==> src/rtl/stt_pkg.sv <==
package stt_pkg;

   localparam int OffsetWidth = 32;
   localparam int LengthWidth = 16;
   localparam int LineWidth   = 24;
   localparam int KindWidth   = 7;
   localparam int WordDepth   = 9;

   localparam logic [KindWidth-1:0] K_ID         = 7'd0;
   localparam logic [KindWidth-1:0] K_AS         = 7'd1;
   localparam logic [KindWidth-1:0] K_DEF        = 7'd2;
   localparam logic [KindWidth-1:0] K_ENUM       = 7'd3;
   localparam logic [KindWidth-1:0] K_ELSE       = 7'd4;
   localparam logic [KindWidth-1:0] K_WIDTHWORD  = 7'd5;
   localparam logic [KindWidth-1:0] K_FALSE      = 7'd6;
   localparam logic [KindWidth-1:0] K_FORM       = 7'd7;
   localparam logic [KindWidth-1:0] K_GLOBAL     = 7'd8;
   localparam logic [KindWidth-1:0] K_INCLUDE    = 7'd9;
   localparam logic [KindWidth-1:0] K_LOG        = 7'd10;
   localparam logic [KindWidth-1:0] K_NONE       = 7'd11;
   localparam logic [KindWidth-1:0] K_OP         = 7'd12;
   localparam logic [KindWidth-1:0] K_OR         = 7'd13;
   localparam logic [KindWidth-1:0] K_OBJ        = 7'd14;
   localparam logic [KindWidth-1:0] K_PARENT     = 7'd15;
   localparam logic [KindWidth-1:0] K_PAIR       = 7'd16;
   localparam logic [KindWidth-1:0] K_PILOT      = 7'd17;
   localparam logic [KindWidth-1:0] K_PRIVATE    = 7'd18;
   localparam logic [KindWidth-1:0] K_PUBLIC     = 7'd19;
   localparam logic [KindWidth-1:0] K_RETURN     = 7'd20;
   localparam logic [KindWidth-1:0] K_SELF       = 7'd21;
   localparam logic [KindWidth-1:0] K_THIS       = 7'd22;
   localparam logic [KindWidth-1:0] K_TRUE       = 7'd23;
   localparam logic [KindWidth-1:0] K_WHEN       = 7'd24;
   localparam logic [KindWidth-1:0] K_WHILE      = 7'd25;
   localparam logic [KindWidth-1:0] K_WRITE      = 7'd26;
   localparam logic [KindWidth-1:0] K_BIN        = 7'd27;
   localparam logic [KindWidth-1:0] K_OCT        = 7'd28;
   localparam logic [KindWidth-1:0] K_HEX        = 7'd29;
   localparam logic [KindWidth-1:0] K_DECIMAL    = 7'd30;
   localparam logic [KindWidth-1:0] K_STR        = 7'd31;
   localparam logic [KindWidth-1:0] K_LPAREN     = 7'd32;
   localparam logic [KindWidth-1:0] K_RPAREN     = 7'd33;
   localparam logic [KindWidth-1:0] K_LSQ        = 7'd34;
   localparam logic [KindWidth-1:0] K_RSQ        = 7'd35;
   localparam logic [KindWidth-1:0] K_LCURL      = 7'd36;
   localparam logic [KindWidth-1:0] K_RCURL      = 7'd37;
   localparam logic [KindWidth-1:0] K_DOT        = 7'd38;
   localparam logic [KindWidth-1:0] K_COMMA      = 7'd39;
   localparam logic [KindWidth-1:0] K_DCOLON     = 7'd40;
   localparam logic [KindWidth-1:0] K_COLON      = 7'd41;
   localparam logic [KindWidth-1:0] K_PLUSPLUS   = 7'd42;
   localparam logic [KindWidth-1:0] K_PLUSSET    = 7'd43;
   localparam logic [KindWidth-1:0] K_ADD        = 7'd44;
   localparam logic [KindWidth-1:0] K_ARROW      = 7'd45;
   localparam logic [KindWidth-1:0] K_MINUSMINUS = 7'd46;
   localparam logic [KindWidth-1:0] K_MINUSSET   = 7'd47;
   localparam logic [KindWidth-1:0] K_SUB        = 7'd48;
   localparam logic [KindWidth-1:0] K_ASTER      = 7'd49;
   localparam logic [KindWidth-1:0] K_SLASH      = 7'd50;
   localparam logic [KindWidth-1:0] K_PERCENT    = 7'd51;
   localparam logic [KindWidth-1:0] K_UNDERSCORE = 7'd52;
   localparam logic [KindWidth-1:0] K_QMARK      = 7'd53;
   localparam logic [KindWidth-1:0] K_DOLLAR     = 7'd54;
   localparam logic [KindWidth-1:0] K_CARET      = 7'd55;
   localparam logic [KindWidth-1:0] K_NOTEQ      = 7'd56;
   localparam logic [KindWidth-1:0] K_BANG       = 7'd57;
   localparam logic [KindWidth-1:0] K_EQUALS2    = 7'd58;
   localparam logic [KindWidth-1:0] K_EQUALS     = 7'd59;
   localparam logic [KindWidth-1:0] K_LESSEQ     = 7'd60;
   localparam logic [KindWidth-1:0] K_LARROW     = 7'd61;
   localparam logic [KindWidth-1:0] K_LESS       = 7'd62;
   localparam logic [KindWidth-1:0] K_MOREEQ     = 7'd63;
   localparam logic [KindWidth-1:0] K_MORE       = 7'd64;
   localparam logic [KindWidth-1:0] K_AT         = 7'd65;
   localparam logic [KindWidth-1:0] K_AMP2       = 7'd66;
   localparam logic [KindWidth-1:0] K_AMP        = 7'd67;
   localparam logic [KindWidth-1:0] K_PIPE2      = 7'd68;
   localparam logic [KindWidth-1:0] K_PIPE       = 7'd69;
   localparam logic [KindWidth-1:0] K_END        = 7'd70;
   localparam logic [KindWidth-1:0] K_ERR_STR    = 7'd71;
   localparam logic [KindWidth-1:0] K_ERR_CHAR   = 7'd72;

   typedef enum logic [15:0] {
      M_IDLE      = 16'h0001,
      M_SLASH     = 16'h0002,
      M_LINECMT   = 16'h0004,
      M_BLOCK     = 16'h0008,
      M_BLOCKSTAR = 16'h0010,
      M_WORD      = 16'h0020,
      M_UNDER     = 16'h0040,
      M_ZERO      = 16'h0080,
      M_RBIN      = 16'h0100,
      M_ROCT      = 16'h0200,
      M_RHEX      = 16'h0400,
      M_DEC       = 16'h0800,
      M_DECDOT    = 16'h1000,
      M_FRAC      = 16'h2000,
      M_STRING    = 16'h4000,
      M_OPER      = 16'h8000
   } mode_type;

   // one emitted token, before the queue
   typedef struct packed {
      logic [KindWidth-1:0]   kind;
      logic [OffsetWidth-1:0] start;
      logic [LengthWidth-1:0] length;
      logic [LineWidth-1:0]   line;
      logic                   last;
   } token_type;

   // front to back: up to three tokens made by one byte
   typedef struct packed {
      logic [1:0] count;
      token_type  t0;
      token_type  t1;
      token_type  t2;
   } batch_type;

   localparam int BatchWidth = $bits(batch_type);

   typedef logic [8*WordDepth-1:0] chars_type;

   function automatic logic [7:0] ch(input chars_type w, input int i);
      return w[8*i +: 8];
   endfunction

   function automatic logic is_letter(input logic [7:0] c);
      return (c >= "a" && c <= "z") || (c >= "A" && c <= "Z");
   endfunction

   function automatic logic is_digit(input logic [7:0] c);
      return c >= "0" && c <= "9";
   endfunction

   function automatic logic is_hexdig(input logic [7:0] c);
      return is_digit(c) || (c >= "a" && c <= "f") || (c >= "A" && c <= "F");
   endfunction

   // compares the first n buffered chars against a literal (low char first)
   function automatic logic word_is(input chars_type w, input logic [LengthWidth-1:0] n,
                                    input logic [8*WordDepth-1:0] s, input int sz);
      logic ok;
      ok = (n == LengthWidth'(sz));
      for (int i = 0; i < WordDepth; i++) begin
         if (i < sz && ch(w, i) != s[8*(sz-1-i) +: 8]) ok = 1'b0;
      end
      return ok;
   endfunction

   function automatic logic [KindWidth-1:0] word_kind(input chars_type w,
                                                     input logic [LengthWidth-1:0] n);
      logic [KindWidth-1:0] k;
      k = K_ID;
      if (word_is(w, n, "as", 2)) k = K_AS;
      if (word_is(w, n, "def", 3) || word_is(w, n, "define", 6)) k = K_DEF;
      if (word_is(w, n, "enum", 4)) k = K_ENUM;
      if (word_is(w, n, "else", 4)) k = K_ELSE;
      if (word_is(w, n, "u8", 2) || word_is(w, n, "i8", 2) || word_is(w, n, "u16", 3) ||
          word_is(w, n, "u32", 3) || word_is(w, n, "u64", 3) || word_is(w, n, "i16", 3) ||
          word_is(w, n, "i32", 3) || word_is(w, n, "i64", 3) || word_is(w, n, "f32", 3) ||
          word_is(w, n, "f64", 3)) k = K_WIDTHWORD;
      if (word_is(w, n, "false", 5)) k = K_FALSE;
      if (word_is(w, n, "form", 4)) k = K_FORM;
      if (word_is(w, n, "global", 6)) k = K_GLOBAL;
      if (word_is(w, n, "include", 7)) k = K_INCLUDE;
      if (word_is(w, n, "log", 3)) k = K_LOG;
      if (word_is(w, n, "none", 4) || word_is(w, n, "NONE", 4)) k = K_NONE;
      if (word_is(w, n, "op", 2) || word_is(w, n, "operation", 9)) k = K_OP;
      if (word_is(w, n, "or", 2)) k = K_OR;
      if (word_is(w, n, "obj", 3) || word_is(w, n, "object", 6)) k = K_OBJ;
      if (word_is(w, n, "parent", 6)) k = K_PARENT;
      if (word_is(w, n, "pair", 4)) k = K_PAIR;
      if (word_is(w, n, "pilot", 5)) k = K_PILOT;
      if (word_is(w, n, "private", 7)) k = K_PRIVATE;
      if (word_is(w, n, "public", 6)) k = K_PUBLIC;
      if (word_is(w, n, "return", 6)) k = K_RETURN;
      if (word_is(w, n, "self", 4)) k = K_SELF;
      if (word_is(w, n, "this", 4)) k = K_THIS;
      if (word_is(w, n, "true", 4)) k = K_TRUE;
      if (word_is(w, n, "when", 4)) k = K_WHEN;
      if (word_is(w, n, "while", 5)) k = K_WHILE;
      if (word_is(w, n, "write", 5)) k = K_WRITE;
      return k;
   endfunction

   // two-char operator, valid flag in the top bit
   function automatic logic [KindWidth:0] pair_kind(input logic [7:0] h, input logic [7:0] c);
      logic [KindWidth:0] r;
      r = '0;
      unique case (h)
         ":": if (c == ":") r = {1'b1, K_DCOLON};
         "+": begin
            if (c == "+") r = {1'b1, K_PLUSPLUS};
            else if (c == "=") r = {1'b1, K_PLUSSET};
         end
         "-": begin
            if (c == ">") r = {1'b1, K_ARROW};
            else if (c == "-") r = {1'b1, K_MINUSMINUS};
            else if (c == "=") r = {1'b1, K_MINUSSET};
         end
         "!": if (c == "=") r = {1'b1, K_NOTEQ};
         "=": if (c == "=") r = {1'b1, K_EQUALS2};
         "<": begin
            if (c == "=") r = {1'b1, K_LESSEQ};
            else if (c == "-") r = {1'b1, K_LARROW};
         end
         ">": if (c == "=") r = {1'b1, K_MOREEQ};
         "&": if (c == "&") r = {1'b1, K_AMP2};
         "|": if (c == "|") r = {1'b1, K_PIPE2};
         default: r = '0;
      endcase
      return r;
   endfunction

   function automatic logic [KindWidth-1:0] lone_kind(input logic [7:0] h);
      logic [KindWidth-1:0] r;
      unique case (h)
         ":": r = K_COLON;
         "+": r = K_ADD;
         "-": r = K_SUB;
         "!": r = K_BANG;
         "=": r = K_EQUALS;
         "<": r = K_LESS;
         ">": r = K_MORE;
         "&": r = K_AMP;
         "|": r = K_PIPE;
         default: r = K_ERR_CHAR;
      endcase
      return r;
   endfunction

   function automatic logic [KindWidth:0] single_kind(input logic [7:0] c);
      logic [KindWidth:0] r;
      unique case (c)
         "(": r = {1'b1, K_LPAREN};
         ")": r = {1'b1, K_RPAREN};
         "[": r = {1'b1, K_LSQ};
         "]": r = {1'b1, K_RSQ};
         "{": r = {1'b1, K_LCURL};
         "}": r = {1'b1, K_RCURL};
         ".": r = {1'b1, K_DOT};
         ",": r = {1'b1, K_COMMA};
         "*": r = {1'b1, K_ASTER};
         "%": r = {1'b1, K_PERCENT};
         "?": r = {1'b1, K_QMARK};
         "$": r = {1'b1, K_DOLLAR};
         "^": r = {1'b1, K_CARET};
         "@": r = {1'b1, K_AT};
         default: r = '0;
      endcase
      return r;
   endfunction

endpackage

==> src/rtl/stt_scan.sv <==
// front end: scanner state and token classification, one byte per cycle while step is high
module stt_scan (
   input  logic                clock,
   input  logic                reset,
   input  logic                step,
   input  logic [7:0]          text_byte,
   input  logic                end_of_text,
   output stt_pkg::batch_type  batch
);

   localparam logic [stt_pkg::OffsetWidth-1:0] OffMax = '1;
   localparam logic [stt_pkg::LengthWidth-1:0] LenMax = '1;
   localparam logic [stt_pkg::LineWidth-1:0]   LineMax = '1;

   stt_pkg::mode_type                  mode_ff, mode_in;
   logic [stt_pkg::OffsetWidth-1:0]    begin_ff, begin_in;
   logic [stt_pkg::OffsetWidth-1:0]    pos_ff, pos_in;
   logic [stt_pkg::LengthWidth-1:0]    len_ff, len_in;
   logic [stt_pkg::LineWidth-1:0]      line_ff, line_in;
   stt_pkg::chars_type                 chars_ff, chars_in;
   logic [7:0]                         held_ff, held_in;
   logic                               dquote_ff, dquote_in;
   logic                               esc_ff, esc_in;

   function automatic logic [stt_pkg::LengthWidth-1:0] linc(
      input logic [stt_pkg::LengthWidth-1:0] v);
      return (v == LenMax) ? v : v + 1'b1;
   endfunction

   always_comb begin
      logic [7:0]                      c;
      logic                            fin;
      logic                            again;
      logic [1:0]                      n;
      stt_pkg::token_type              tk [3];
      logic [stt_pkg::KindWidth:0]     pk;
      logic [stt_pkg::KindWidth:0]     sk;
      logic [stt_pkg::OffsetWidth-1:0] dot_off;
      logic [stt_pkg::OffsetWidth-1:0] nxt;

      c = text_byte;
      fin = end_of_text || (c == 8'd0);
      mode_in = mode_ff;
      begin_in = begin_ff;
      pos_in = pos_ff;
      len_in = len_ff;
      line_in = line_ff;
      chars_in = chars_ff;
      held_in = held_ff;
      dquote_in = dquote_ff;
      esc_in = esc_ff;
      n = 2'd0;
      for (int i = 0; i < 3; i++) tk[i] = '0;
      again = 1'b0;
      pk = stt_pkg::pair_kind(held_ff, c);
      sk = stt_pkg::single_kind(c);
      dot_off = (pos_ff == OffMax || pos_ff == '0) ? pos_ff : pos_ff - 1'b1;
      nxt = (pos_ff == OffMax) ? pos_ff : pos_ff + 1'b1;

      if (fin) begin
         unique case (mode_ff)
            stt_pkg::M_SLASH: begin
               tk[0] = '{stt_pkg::K_SLASH, begin_ff, 1, line_ff, 1'b0}; n = 2'd1;
            end
            stt_pkg::M_UNDER: begin
               tk[0] = '{stt_pkg::K_UNDERSCORE, begin_ff, 1, line_ff, 1'b0}; n = 2'd1;
            end
            stt_pkg::M_WORD: begin
               tk[0] = '{stt_pkg::word_kind(chars_ff, len_ff), begin_ff, len_ff, line_ff, 1'b0};
               n = 2'd1;
            end
            stt_pkg::M_ZERO, stt_pkg::M_DEC, stt_pkg::M_FRAC: begin
               tk[0] = '{stt_pkg::K_DECIMAL, begin_ff, len_ff, line_ff, 1'b0}; n = 2'd1;
            end
            stt_pkg::M_RBIN: begin
               tk[0] = '{stt_pkg::K_BIN, begin_ff, len_ff, line_ff, 1'b0}; n = 2'd1;
            end
            stt_pkg::M_ROCT: begin
               tk[0] = '{stt_pkg::K_OCT, begin_ff, len_ff, line_ff, 1'b0}; n = 2'd1;
            end
            stt_pkg::M_RHEX: begin
               tk[0] = '{stt_pkg::K_HEX, begin_ff, len_ff, line_ff, 1'b0}; n = 2'd1;
            end
            stt_pkg::M_DECDOT: begin
               tk[0] = '{stt_pkg::K_DECIMAL, begin_ff, len_ff, line_ff, 1'b0};
               tk[1] = '{stt_pkg::K_DOT, dot_off, 1, line_ff, 1'b0};
               n = 2'd2;
            end
            stt_pkg::M_STRING: begin
               tk[0] = '{stt_pkg::K_ERR_STR, begin_ff, 0, line_ff, 1'b0}; n = 2'd1;
            end
            stt_pkg::M_OPER: begin
               tk[0] = '{stt_pkg::lone_kind(held_ff), begin_ff, 1, line_ff, 1'b0}; n = 2'd1;
            end
            default: n = 2'd0;
         endcase
         tk[n] = '{stt_pkg::K_END, pos_ff, 0, line_ff, 1'b0};
         n = n + 2'd1;
         mode_in = stt_pkg::M_IDLE;
         begin_in = '0;
         pos_in = '0;
         len_in = '0;
         line_in = stt_pkg::LineWidth'(1);
         held_in = '0;
         dquote_in = 1'b0;
         esc_in = 1'b0;
      end else begin
         pos_in = nxt;
         // first pass: continue the pending token; again means rescan from idle
         unique case (mode_ff)
            stt_pkg::M_SLASH: begin
               if (c == "/") mode_in = stt_pkg::M_LINECMT;
               else if (c == "*") mode_in = stt_pkg::M_BLOCK;
               else begin
                  tk[0] = '{stt_pkg::K_SLASH, begin_ff, 1, line_ff, 1'b0}; n = 2'd1;
                  again = 1'b1;
               end
            end
            stt_pkg::M_LINECMT: begin
               if (c == "\n") begin
                  line_in = (line_ff == LineMax) ? line_ff : line_ff + 1'b1;
                  mode_in = stt_pkg::M_IDLE;
               end
            end
            stt_pkg::M_BLOCK, stt_pkg::M_BLOCKSTAR: begin
               if (c == "/" && mode_ff == stt_pkg::M_BLOCKSTAR) mode_in = stt_pkg::M_IDLE;
               else begin
                  if (c == "\n") line_in = (line_ff == LineMax) ? line_ff : line_ff + 1'b1;
                  mode_in = (c == "*") ? stt_pkg::M_BLOCKSTAR : stt_pkg::M_BLOCK;
               end
            end
            stt_pkg::M_UNDER, stt_pkg::M_WORD: begin
               if (stt_pkg::is_letter(c) || c == "_" ||
                   (mode_ff == stt_pkg::M_WORD && stt_pkg::is_digit(c))) begin
                  // an underscore run switches to word and takes this char as well
                  for (int i = 1; i < stt_pkg::WordDepth; i++) begin
                     if (len_ff == stt_pkg::LengthWidth'(i)) chars_in[8*i +: 8] = c;
                  end
                  len_in = linc(len_ff);
                  mode_in = stt_pkg::M_WORD;
               end else if (mode_ff == stt_pkg::M_UNDER) begin
                  tk[0] = '{stt_pkg::K_UNDERSCORE, begin_ff, 1, line_ff, 1'b0}; n = 2'd1;
                  again = 1'b1;
               end else begin
                  tk[0] = '{stt_pkg::word_kind(chars_ff, len_ff), begin_ff, len_ff,
                            line_ff, 1'b0};
                  n = 2'd1;
                  again = 1'b1;
               end
            end
            stt_pkg::M_ZERO: begin
               if (c == "b" || c == "c" || c == "x") begin
                  mode_in = (c == "b") ? stt_pkg::M_RBIN :
                            (c == "c") ? stt_pkg::M_ROCT : stt_pkg::M_RHEX;
                  begin_in = nxt;
                  len_in = '0;
               end else if (stt_pkg::is_digit(c)) begin
                  len_in = linc(len_ff);
                  mode_in = stt_pkg::M_DEC;
               end else if (c == ".") begin
                  mode_in = stt_pkg::M_DECDOT;
               end else begin
                  tk[0] = '{stt_pkg::K_DECIMAL, begin_ff, len_ff, line_ff, 1'b0}; n = 2'd1;
                  again = 1'b1;
               end
            end
            stt_pkg::M_RBIN: begin
               if (c == "0" || c == "1") len_in = linc(len_ff);
               else begin
                  tk[0] = '{stt_pkg::K_BIN, begin_ff, len_ff, line_ff, 1'b0}; n = 2'd1;
                  again = 1'b1;
               end
            end
            stt_pkg::M_ROCT: begin
               if (c >= "0" && c <= "7") len_in = linc(len_ff);
               else begin
                  tk[0] = '{stt_pkg::K_OCT, begin_ff, len_ff, line_ff, 1'b0}; n = 2'd1;
                  again = 1'b1;
               end
            end
            stt_pkg::M_RHEX: begin
               if (stt_pkg::is_hexdig(c)) len_in = linc(len_ff);
               else begin
                  tk[0] = '{stt_pkg::K_HEX, begin_ff, len_ff, line_ff, 1'b0}; n = 2'd1;
                  again = 1'b1;
               end
            end
            stt_pkg::M_DEC: begin
               if (stt_pkg::is_digit(c)) len_in = linc(len_ff);
               else if (c == ".") mode_in = stt_pkg::M_DECDOT;
               else begin
                  tk[0] = '{stt_pkg::K_DECIMAL, begin_ff, len_ff, line_ff, 1'b0}; n = 2'd1;
                  again = 1'b1;
               end
            end
            stt_pkg::M_DECDOT: begin
               if (stt_pkg::is_digit(c)) begin
                  len_in = linc(linc(len_ff));
                  mode_in = stt_pkg::M_FRAC;
               end else begin
                  tk[0] = '{stt_pkg::K_DECIMAL, begin_ff, len_ff, line_ff, 1'b0};
                  tk[1] = '{stt_pkg::K_DOT, dot_off, 1, line_ff, 1'b0};
                  n = 2'd2;
                  again = 1'b1;
               end
            end
            stt_pkg::M_FRAC: begin
               if (stt_pkg::is_digit(c)) len_in = linc(len_ff);
               else begin
                  tk[0] = '{stt_pkg::K_DECIMAL, begin_ff, len_ff, line_ff, 1'b0}; n = 2'd1;
                  again = 1'b1;
               end
            end
            stt_pkg::M_STRING: begin
               if (esc_ff) begin
                  esc_in = 1'b0;
                  if (c == "\n") line_in = (line_ff == LineMax) ? line_ff : line_ff + 1'b1;
                  len_in = linc(len_ff);
               end else if (c == (dquote_ff ? 8'h22 : 8'h27)) begin
                  len_in = linc(len_ff);
                  tk[0] = '{stt_pkg::K_STR, begin_ff, linc(len_ff), line_ff, 1'b0};
                  n = 2'd1;
                  mode_in = stt_pkg::M_IDLE;
               end else if (c == "\\") begin
                  esc_in = 1'b1;
                  len_in = linc(len_ff);
               end else if (c == "\n") begin
                  tk[0] = '{stt_pkg::K_ERR_STR, begin_ff, 0, line_ff, 1'b0}; n = 2'd1;
                  again = 1'b1;
               end else len_in = linc(len_ff);
            end
            stt_pkg::M_OPER: begin
               if (pk[stt_pkg::KindWidth]) begin
                  tk[0] = '{pk[stt_pkg::KindWidth-1:0], begin_ff, 2, line_ff, 1'b0};
                  n = 2'd1;
                  mode_in = stt_pkg::M_IDLE;
               end else begin
                  tk[0] = '{stt_pkg::lone_kind(held_ff), begin_ff, 1, line_ff, 1'b0};
                  n = 2'd1;
                  again = 1'b1;
               end
            end
            default: again = 1'b1;
         endcase

         // start of a new token from this byte
         if (again) begin
            mode_in = stt_pkg::M_IDLE;
            if (c == " " || c == "\t" || c == "\r") begin
               mode_in = stt_pkg::M_IDLE;
            end else if (c == "\n") begin
               line_in = (line_ff == LineMax) ? line_ff : line_ff + 1'b1;
            end else begin
               begin_in = pos_ff;
               len_in = stt_pkg::LengthWidth'(1);
               if (c == "/") mode_in = stt_pkg::M_SLASH;
               else if (stt_pkg::is_letter(c) || c == "_") begin
                  chars_in[7:0] = c;
                  mode_in = (c == "_") ? stt_pkg::M_UNDER : stt_pkg::M_WORD;
               end else if (stt_pkg::is_digit(c)) begin
                  mode_in = (c == "0") ? stt_pkg::M_ZERO : stt_pkg::M_DEC;
               end else if (c == 8'h22 || c == 8'h27) begin
                  dquote_in = (c == 8'h22);
                  esc_in = 1'b0;
                  mode_in = stt_pkg::M_STRING;
               end else if (c == ":" || c == "+" || c == "-" || c == "!" || c == "=" ||
                            c == "<" || c == ">" || c == "&" || c == "|") begin
                  held_in = c;
                  mode_in = stt_pkg::M_OPER;
               end else if (sk[stt_pkg::KindWidth]) begin
                  tk[n] = '{sk[stt_pkg::KindWidth-1:0], pos_ff, 1, line_ff, 1'b0};
                  n = n + 2'd1;
               end else begin
                  tk[n] = '{stt_pkg::K_ERR_CHAR, pos_ff, 0, line_ff, 1'b0};
                  n = n + 2'd1;
               end
            end
         end
      end

      if (n != 2'd0) tk[n - 2'd1].last = 1'b1;
      batch.count = n;
      batch.t0 = tk[0];
      batch.t1 = tk[1];
      batch.t2 = tk[2];
   end

   always_ff @(posedge clock) begin
      if (reset) begin
         mode_ff <= stt_pkg::M_IDLE;
         begin_ff <= '0;
         pos_ff <= '0;
         len_ff <= '0;
         line_ff <= stt_pkg::LineWidth'(1);
         held_ff <= '0;
         dquote_ff <= 1'b0;
         esc_ff <= 1'b0;
      end else if (step) begin
         mode_ff <= mode_in;
         begin_ff <= begin_in;
         pos_ff <= pos_in;
         len_ff <= len_in;
         line_ff <= line_in;
         held_ff <= held_in;
         dquote_ff <= dquote_in;
         esc_ff <= esc_in;
      end
   end

   always_ff @(posedge clock) begin
      if (step) chars_ff <= chars_in;
   end

endmodule

==> src/rtl/stt_queue.sv <==
// two-entry queue of token batches between scanner and output sequencer
module stt_queue (
   input  logic               clock,
   input  logic               reset,
   input  logic               push,
   input  stt_pkg::batch_type push_data,
   input  logic               pop,
   output logic               not_empty,
   output logic               not_full,
   output stt_pkg::batch_type head
);

   stt_pkg::batch_type mem_ff [2];
   logic               wp_ff, wp_in;
   logic               rp_ff, rp_in;
   logic [1:0]         cnt_ff, cnt_in;

   always_comb begin
      wp_in = push ? ~wp_ff : wp_ff;
      rp_in = pop ? ~rp_ff : rp_ff;
      cnt_in = cnt_ff + {1'b0, push} - {1'b0, pop};
   end

   assign not_empty = (cnt_ff != 2'd0);
   assign not_full = (cnt_ff != 2'd2);
   assign head = mem_ff[rp_ff];

   always_ff @(posedge clock) begin
      if (reset) begin
         wp_ff <= 1'b0;
         rp_ff <= 1'b0;
         cnt_ff <= 2'd0;
      end else begin
         wp_ff <= wp_in;
         rp_ff <= rp_in;
         cnt_ff <= cnt_in;
      end
   end

   always_ff @(posedge clock) begin
      if (push) mem_ff[wp_ff] <= push_data;
   end

endmodule

==> src/rtl/stt_emit.sv <==
// back end: walks the tokens of the head batch onto the output register
module stt_emit (
   input  logic                clock,
   input  logic                reset,
   input  logic                head_valid,
   input  stt_pkg::batch_type  head,
   output logic                pop,
   output logic                out_valid,
   input  logic                out_ready,
   output stt_pkg::token_type  out_token
);

   logic [1:0]         idx_ff, idx_in;
   logic               vld_ff, vld_in;
   stt_pkg::token_type tok_ff, tok_in;
   logic               load;
   stt_pkg::token_type cur;

   always_comb begin
      unique case (idx_ff)
         2'd0: cur = head.t0;
         2'd1: cur = head.t1;
         default: cur = head.t2;
      endcase
      load = (!vld_ff || out_ready) && head_valid && (head.count != 2'd0);
      pop = head_valid && ((head.count == 2'd0) ||
                           (load && (idx_ff + 2'd1 == head.count)));
      idx_in = pop ? 2'd0 : (load ? idx_ff + 2'd1 : idx_ff);
      vld_in = load ? 1'b1 : (out_ready ? 1'b0 : vld_ff);
      tok_in = load ? cur : tok_ff;
   end

   assign out_valid = vld_ff;
   assign out_token = tok_ff;

   always_ff @(posedge clock) begin
      if (reset) begin
         idx_ff <= 2'd0;
         vld_ff <= 1'b0;
      end else begin
         idx_ff <= idx_in;
         vld_ff <= vld_in;
      end
   end

   always_ff @(posedge clock) begin
      tok_ff <= tok_in;
   end

endmodule

==> src/rtl/source_text_tokenizer.sv <==
// Source text tokenizer.
// Input stream req_: one character word per transfer; req_tdata holds the
// character, req_tlast marks end of text (a zero character also ends it).
// Output stream rsp_: one token per word; rsp_tdata carries kind, start,
// length and line, rsp_tlast marks the last token made by one input word.
// The scanner takes one character per cycle while the queue is not full and
// writes the 0 to 3 tokens it makes into a two-entry queue; the output
// sequencer sends one token per cycle while rsp_tready is high, from the
// queue head through an output register. A token passes through a queue entry
// and the output register before it shows on rsp_. A word that makes several
// tokens keeps the output busy for each of them, so bursts of operators can fill
// the queue and drop req_tready.
// Reset clears scanner state (line 1, offset 0) and empties the queue.
// When rsp_tready is low the output holds; req_tready falls once both queue
// entries are filled.
// End of text flushes any open token, sends EOF and rewinds the scanner.
module source_text_tokenizer (
   input  logic        clock,
   input  logic        reset,
   input  logic        req_tvalid,
   output logic        req_tready,
   input  logic [7:0]  req_tdata,   // text_byte
   input  logic        req_tlast,   // end_of_text
   output logic        rsp_tvalid,
   input  logic        rsp_tready,
   output logic [79:0] rsp_tdata,   // token_kind[6:0], token_start[38:7],
                                    // token_length[54:39], token_line[78:55], zero
   output logic        rsp_tlast    // last_of_run
);

   stt_pkg::batch_type batch;
   stt_pkg::batch_type head;
   stt_pkg::token_type tok;
   logic               step;
   logic               not_empty;
   logic               not_full;
   logic               pop;

   assign req_tready = not_full;
   assign step = req_tvalid && not_full;

   stt_scan u_scan (
      .clock       (clock),
      .reset       (reset),
      .step        (step),
      .text_byte   (req_tdata),
      .end_of_text (req_tlast),
      .batch       (batch)
   );

   stt_queue u_queue (
      .clock     (clock),
      .reset     (reset),
      .push      (step),
      .push_data (batch),
      .pop       (pop),
      .not_empty (not_empty),
      .not_full  (not_full),
      .head      (head)
   );

   stt_emit u_emit (
      .clock      (clock),
      .reset      (reset),
      .head_valid (not_empty),
      .head       (head),
      .pop        (pop),
      .out_valid  (rsp_tvalid),
      .out_ready  (rsp_tready),
      .out_token  (tok)
   );

   assign rsp_tdata = {1'b0, tok.line, tok.length, tok.start, tok.kind};
   assign rsp_tlast = tok.last;

endmodule

==> config.mk <==
export PLATFORM = sky130hd
export DESIGN_NAME = source_text_tokenizer
export DESIGN_NICKNAME = d
export VERILOG_FILES = /design/src/rtl/stt_pkg.sv /design/src/rtl/stt_scan.sv /design/src/rtl/stt_queue.sv /design/src/rtl/stt_emit.sv /design/src/rtl/source_text_tokenizer.sv
export SDC_FILE = /design/constraint.sdc
export NUM_CORES = 2
export LEC_CHECK = 0
export ABC_CLOCK_PERIOD_IN_PS = 21900
export BUFFER_PORTS_ARGS = -buffer_cell sky130_fd_sc_hd__buf_2
export CORE_MARGIN = 2
export CORE_UTILIZATION = 30
export CTS_CLUSTER_SIZE = 14
export DETAILED_ROUTE_END_ITERATION = 16
export MAX_ROUTING_LAYER = met4
export SLEW_MARGIN = 20
export SYNTH_ARGS = -nofsm -noshare
export SYNTH_HDL_FRONTEND = slang
export SYNTH_SLANG_ARGS = --single-unit
==> constraint.sdc <==
create_clock -name clock -period 21.9 [get_ports clock]
set_clock_uncertainty 0.2 [all_clocks]
set_input_delay 6.57 -clock clock [delete_from_list [all_inputs] [get_ports clock]]
set_output_delay 6.57 -clock clock [all_outputs]
set_load 0.05 [all_outputs]
==> flow_summary.toml <==
[detailed_routing]
first_pass_iters = 9
dr.first_iter.drc_count = 3635
vias = 30680
drc = 0
avgViaCountPerCell = 5.827
ant_nets = 0
totalWireLength_um = 127100
routedWlPerCell_um = 24.13

[setup_path]
crit-reg2reg-launch = "u_scan.mode_ff[1]"
timing.critical_path.mode_cell = "sky130_fd_sc_hd__nand2_1"
bufs_and_invs_on_worst_path = 3
cp_max_fo = 34
r2r_end = "u_queue.mem_ff[0][127]"
cpLargestDelayFamily = "simple AND/OR/NAND/NOR gates"
critical_path_data_required_time_ps = 22070
max_stage_delay_ps = 880
r2r.worst_path.cells = 11
setup.worst_path.end_class = "register"
criticalPathCategory = "primary input to register"
worst-endpoint-arrival_ps = 11810
cells_along_the_critical_path = "buf_2 > buf_4 > nor4_1 > nand2_1 > a211oi_1 > nor3b_1 > nand2_1 > nor2_1 > inv_1 > ha_1 > nand3_1 > a21oi_1 > and2_1 > a2bb2oi_1 > a31oi_1"
setup.reg_to_reg.worst_slack_ps = 15960
critical-path-slowest-cell = "sky130_fd_sc_hd__nor4_1"
worstSetupStartpointType = "primary input"

[synth]
post_synth_and_or_nand_nor_area_fraction = 0.2110
synth_top_family_by_area = "simple AND/OR/NAND/NOR gates"
number_of_nets_produced_by_synthesis = 3652
synth.distinct_cells = 112
syn-instance-count = 3619
yosys.area_share.adder = 0.006668
edff_count_synth = 576
yosys-mux-area-fraction = 0.02784
ys_warn_count = 0
synth-main-ff-cell = "sky130_fd_sc_hd__edfxtp_1"
syn-mean-instance-area_um2 = 10.37
synth_compound_gate_area_share = 0.1780
syn-cell-area_um2 = 37530
synth-async-reset-ratio = 0
yosysSeqAreaShare = 0.5345
synth.ff_latch_count = 714
synth_xor_area_frac = 0.005134

[layout]
n_fill_cell = 12560
finalInstanceArea_um2 = 42130
seq_area_um2 = 20060
fin_cells = 5265
multi_input_area_um2 = 16240
fraction_of_final_layout_cells_sized_beyond_drive_strength_1 = 0.1229
diodes = 0
flow.area_growth_from_synthesis_pct = 12.26
nets = 3595

[min_path]
worst_hold_depth = 1
worst_hold_startpoint = "u_scan.begin_ff[4]"
min-delay-path-class = "register to register"
min_delay_endpoint = "u_scan.begin_ff[4]"

[global_route]
number_of_global_route_vias_before_repair = 29000
grt_max_degree = 157
grt_first_pass_wirelength_um = 189900
grt_antenna_before_repair = 2
grt_overflow_total = 0
grt_use_total = 0.1994

[clocking]
cts.clk_slew.worst_paths_ps = 60
clk_path_buf_depth = 3
cts_made_buffers = 83
clk-insertion-delay-late_ps = 690
cts_hold_fix_bufs = 0
cts-resized-gates = 0
cts.htree.levels = 3
tritoncts_clock_tree = "done"
ctsRootBufferMaster = "sky130_fd_sc_hd__clkbuf_16"
cts.sinks = 714
postCtsSetupRepairBufs = 0

[sta]
setup_viol_count_final = 0
rsz0062_at_grt = "no"
finalCriticalPeriod_ps = 11640
timing_max_transition_violations_final = 0
finalHoldViolCount = 0
maxSlewHeadroom = 0.2161
final_critical_path_setup_slack_ps = 10260
tns_ps = 0
highest_clock_frequency_the_design_can_meet_mhz = 85.92
final_period_util = 0.5315
worst_pin_slew_ps = 1172

[flow_run]
drv_cap = 0

[pwr]
power_frac_clock = 0.329
p_comb_frac = 0.232
p_leak_nw = 13.43
power-per-cell-area_nw_per_um2 = 97.76
swShare = 0.3382
switching_power_mw = 1.393
peakVddDrop_mv = 0.07593
report.power.total_mw = 4.119
internal_power_mw = 2.726
power_frac_seq = 0.438

[floorplanning]
die-height_um = 357.7
floorplan.die_area_um2 = 127900
die_width_um = 357.7
initial_utilization = 0.3028
floorplan.rows = 129
io_pins = 96
placeableCoreArea_um2 = 124000

[status]
outcome = "completed"

[placement]
dpl_cells = 5113
pre_cts_slack_ps = 9778
detailedPlacementHpwl_um = 83120
post_dp_cell_area_um2 = 39450
gpl.final_weighted_congestion = 0.9664
port_buffers = 94
area by class of cell:
| type | instances | area share |
|---|---|---|
| Multi-Input combinational cell | 2563 | 0.3854 |
| Clock buffer | 112 | 0.05402 |
| Tap cell | 1637 | 0.04861 |
| Inverter | 46 | 0.004098 |
| Clock inverter | 39 | 0.008701 |
| Timing Repair Buffer | 154 | 0.02299 |
| Sequential cell | 714 | 0.4762 |
how the worst max path moves through the flow:
stage	startpoint	to	depth (start not counted)	slack, ps
after floorplan	req_tvalid	u_queue.mem_ff[0][0]	3	5140
after detailed placement	req_tdata[4]	u_queue.mem_ff[0][121]	15	9780
final	req_tdata[4]	u_queue.mem_ff[1][122]	15	10260
after global placement	req_tdata[4]	u_queue.mem_ff[0][122]	15	9850
after global routing	req_tdata[4]	u_queue.mem_ff[1][122]	15	10030
after CTS	req_tdata[4]	u_queue.mem_ff[1][122]	15	10490
power groups by stage:
stage / clock (mW) / combinational, mW / sequential, mW
after CTS: 1.38 / 0.966 / 1.81
after global placement: 0 / 0.959 / 1.83
after global routing: 1.43 / 1.03 / 1.82
after detailed placement: 0 / 0.963 / 1.83
after floorplan: 0 / 0.400 / 2.12
final: 1.36 / 0.957 / 1.81
worst reg2reg max path, cell delays in order (launching register included):
cell and delay, ps:
sky130_fd_sc_hd__dfxtp_1 380, sky130_fd_sc_hd__nor4_2 890, sky130_fd_sc_hd__nand4_1 560, sky130_fd_sc_hd__o32ai_2 460, sky130_fd_sc_hd__nor3_1 110, sky130_fd_sc_hd__and3_1 270, sky130_fd_sc_hd__inv_1 90, sky130_fd_sc_hd__ha_1 580
sky130_fd_sc_hd__nand2_1 650, sky130_fd_sc_hd__o21ai_1 730, sky130_fd_sc_hd__o21ai_0 210, sky130_fd_sc_hd__a22oi_1 510
Yosys cell counts (all sizes together) (19+ instances only):
| cell type | n | area [µm²] |
|---|---|---|
| nor2b | 147 | 919.6 |
| nand2b | 30 | 187.7 |
| o21ai | 251 | 1275 |
| o21a | 20 | 150.1 |
| nand4 | 89 | 590.6 |
| clkbuf | 218 | 822.0 |
| o211ai | 21 | 162.6 |
| and4 | 21 | 183.9 |
| a211oi | 25 | 192.7 |
| nor4 | 79 | 574.3 |
| or3 | 30 | 187.7 |
| a22o | 42 | 367.9 |
| a21o | 32 | 240.2 |
| inv | 44 | 165.2 |
| buf | 78 | 389.1 |
| mux2 | 67 | 754.5 |
| and3 | 42 | 262.8 |
| a31oi | 38 | 237.7 |
| mux2i | 29 | 290.3 |
| nor2 | 265 | 1007 |
| a221oi | 136 | 1204 |
| or4 | 29 | 225.2 |
| o22ai | 19 | 118.9 |
| ha | 20 | 250.2 |
| a21oi | 186 | 934.7 |
| nor3 | 120 | 656.9 |
| nor4bb | 19 | 190.2 |
| a221o | 21 | 210.2 |
| nand3 | 118 | 608.1 |
| edfxtp | 576 | 17300 |
| and2 | 33 | 209.0 |
| a22oi | 35 | 262.8 |
| dfxtp | 138 | 2763 |
| nand2 | 329 | 1240 |
sequential cells by signal (all words and copies together), names as in the netlist, named ones only:
signal	count
u_emit.idx_ff	2
u_emit.out_token	80
u_emit.out_valid	1
u_queue.cnt_ff	2
u_queue.mem_ff	424
u_queue.rp_ff	1
u_queue.wp_ff	1
u_scan.begin_ff	32
u_scan.chars_ff	72
u_scan.dquote_ff	1
u_scan.esc_ff	1
u_scan.held_ff	8
u_scan.len_ff	16
u_scan.line_ff	24
u_scan.mode_ff	16
u_scan.pos_ff	32
routing by layer:
layer,part of all wire,GRT usage
met3,0.066,0.02641
met5,0,-
met4,0.029,0.06510
met1,0.44,0.2691
met2,0.46,0.3097
logic make-up after synthesis:
kind of cell | Yosys count
multiplexers | 96
other | 1
XOR/XNOR | 22
buffers and inverters | 342
AO/OA/AOI/OAI | 972
adder cells (fa/ha/maj) | 20
AND/OR/NAND/NOR | 1452
flip-flops | 714
cells in the final DEF (no fill, tap or decap), types with 38 or more instances in the layout:
| cell type | netlist | routed |
|---|---|---|
| sky130_fd_sc_hd__a21oi_1 | 185 | 184 |
| sky130_fd_sc_hd__a221oi_1 | 134 | 134 |
| sky130_fd_sc_hd__a22o_1 | 42 | 42 |
| sky130_fd_sc_hd__a31oi_1 | 38 | 38 |
| sky130_fd_sc_hd__and3_1 | 42 | 41 |
| sky130_fd_sc_hd__buf_2 | 44 | 93 |
| sky130_fd_sc_hd__buf_4 | 11 | 58 |
| sky130_fd_sc_hd__clkbuf_16 | 0 | 83 |
| sky130_fd_sc_hd__dfxtp_1 | 138 | 137 |
| sky130_fd_sc_hd__edfxtp_1 | 576 | 576 |
| sky130_fd_sc_hd__inv_1 | 43 | 42 |
| sky130_fd_sc_hd__mux2_2 | 67 | 67 |
| sky130_fd_sc_hd__nand2_1 | 327 | 326 |
| sky130_fd_sc_hd__nand3_1 | 116 | 116 |
| sky130_fd_sc_hd__nand4_1 | 85 | 85 |
| sky130_fd_sc_hd__nor2_1 | 262 | 257 |
| sky130_fd_sc_hd__nor2b_1 | 147 | 147 |
| sky130_fd_sc_hd__nor3_1 | 110 | 109 |
| sky130_fd_sc_hd__nor4_1 | 69 | 66 |
| sky130_fd_sc_hd__o21ai_0 | 239 | 239 |
metrics by stage:
stage | util | hold WS [ps]
final | 0.3399 | 266.0
after global routing | 0.3399 | 292.8
after CTS | 0.3396 | 264.2
after detailed placement | 0.3182 | 248.9
after global placement | 0.3182 | 237.9
after floorplan | - | 227.0
Note: power is estimated with default switching activity, not from simulation.
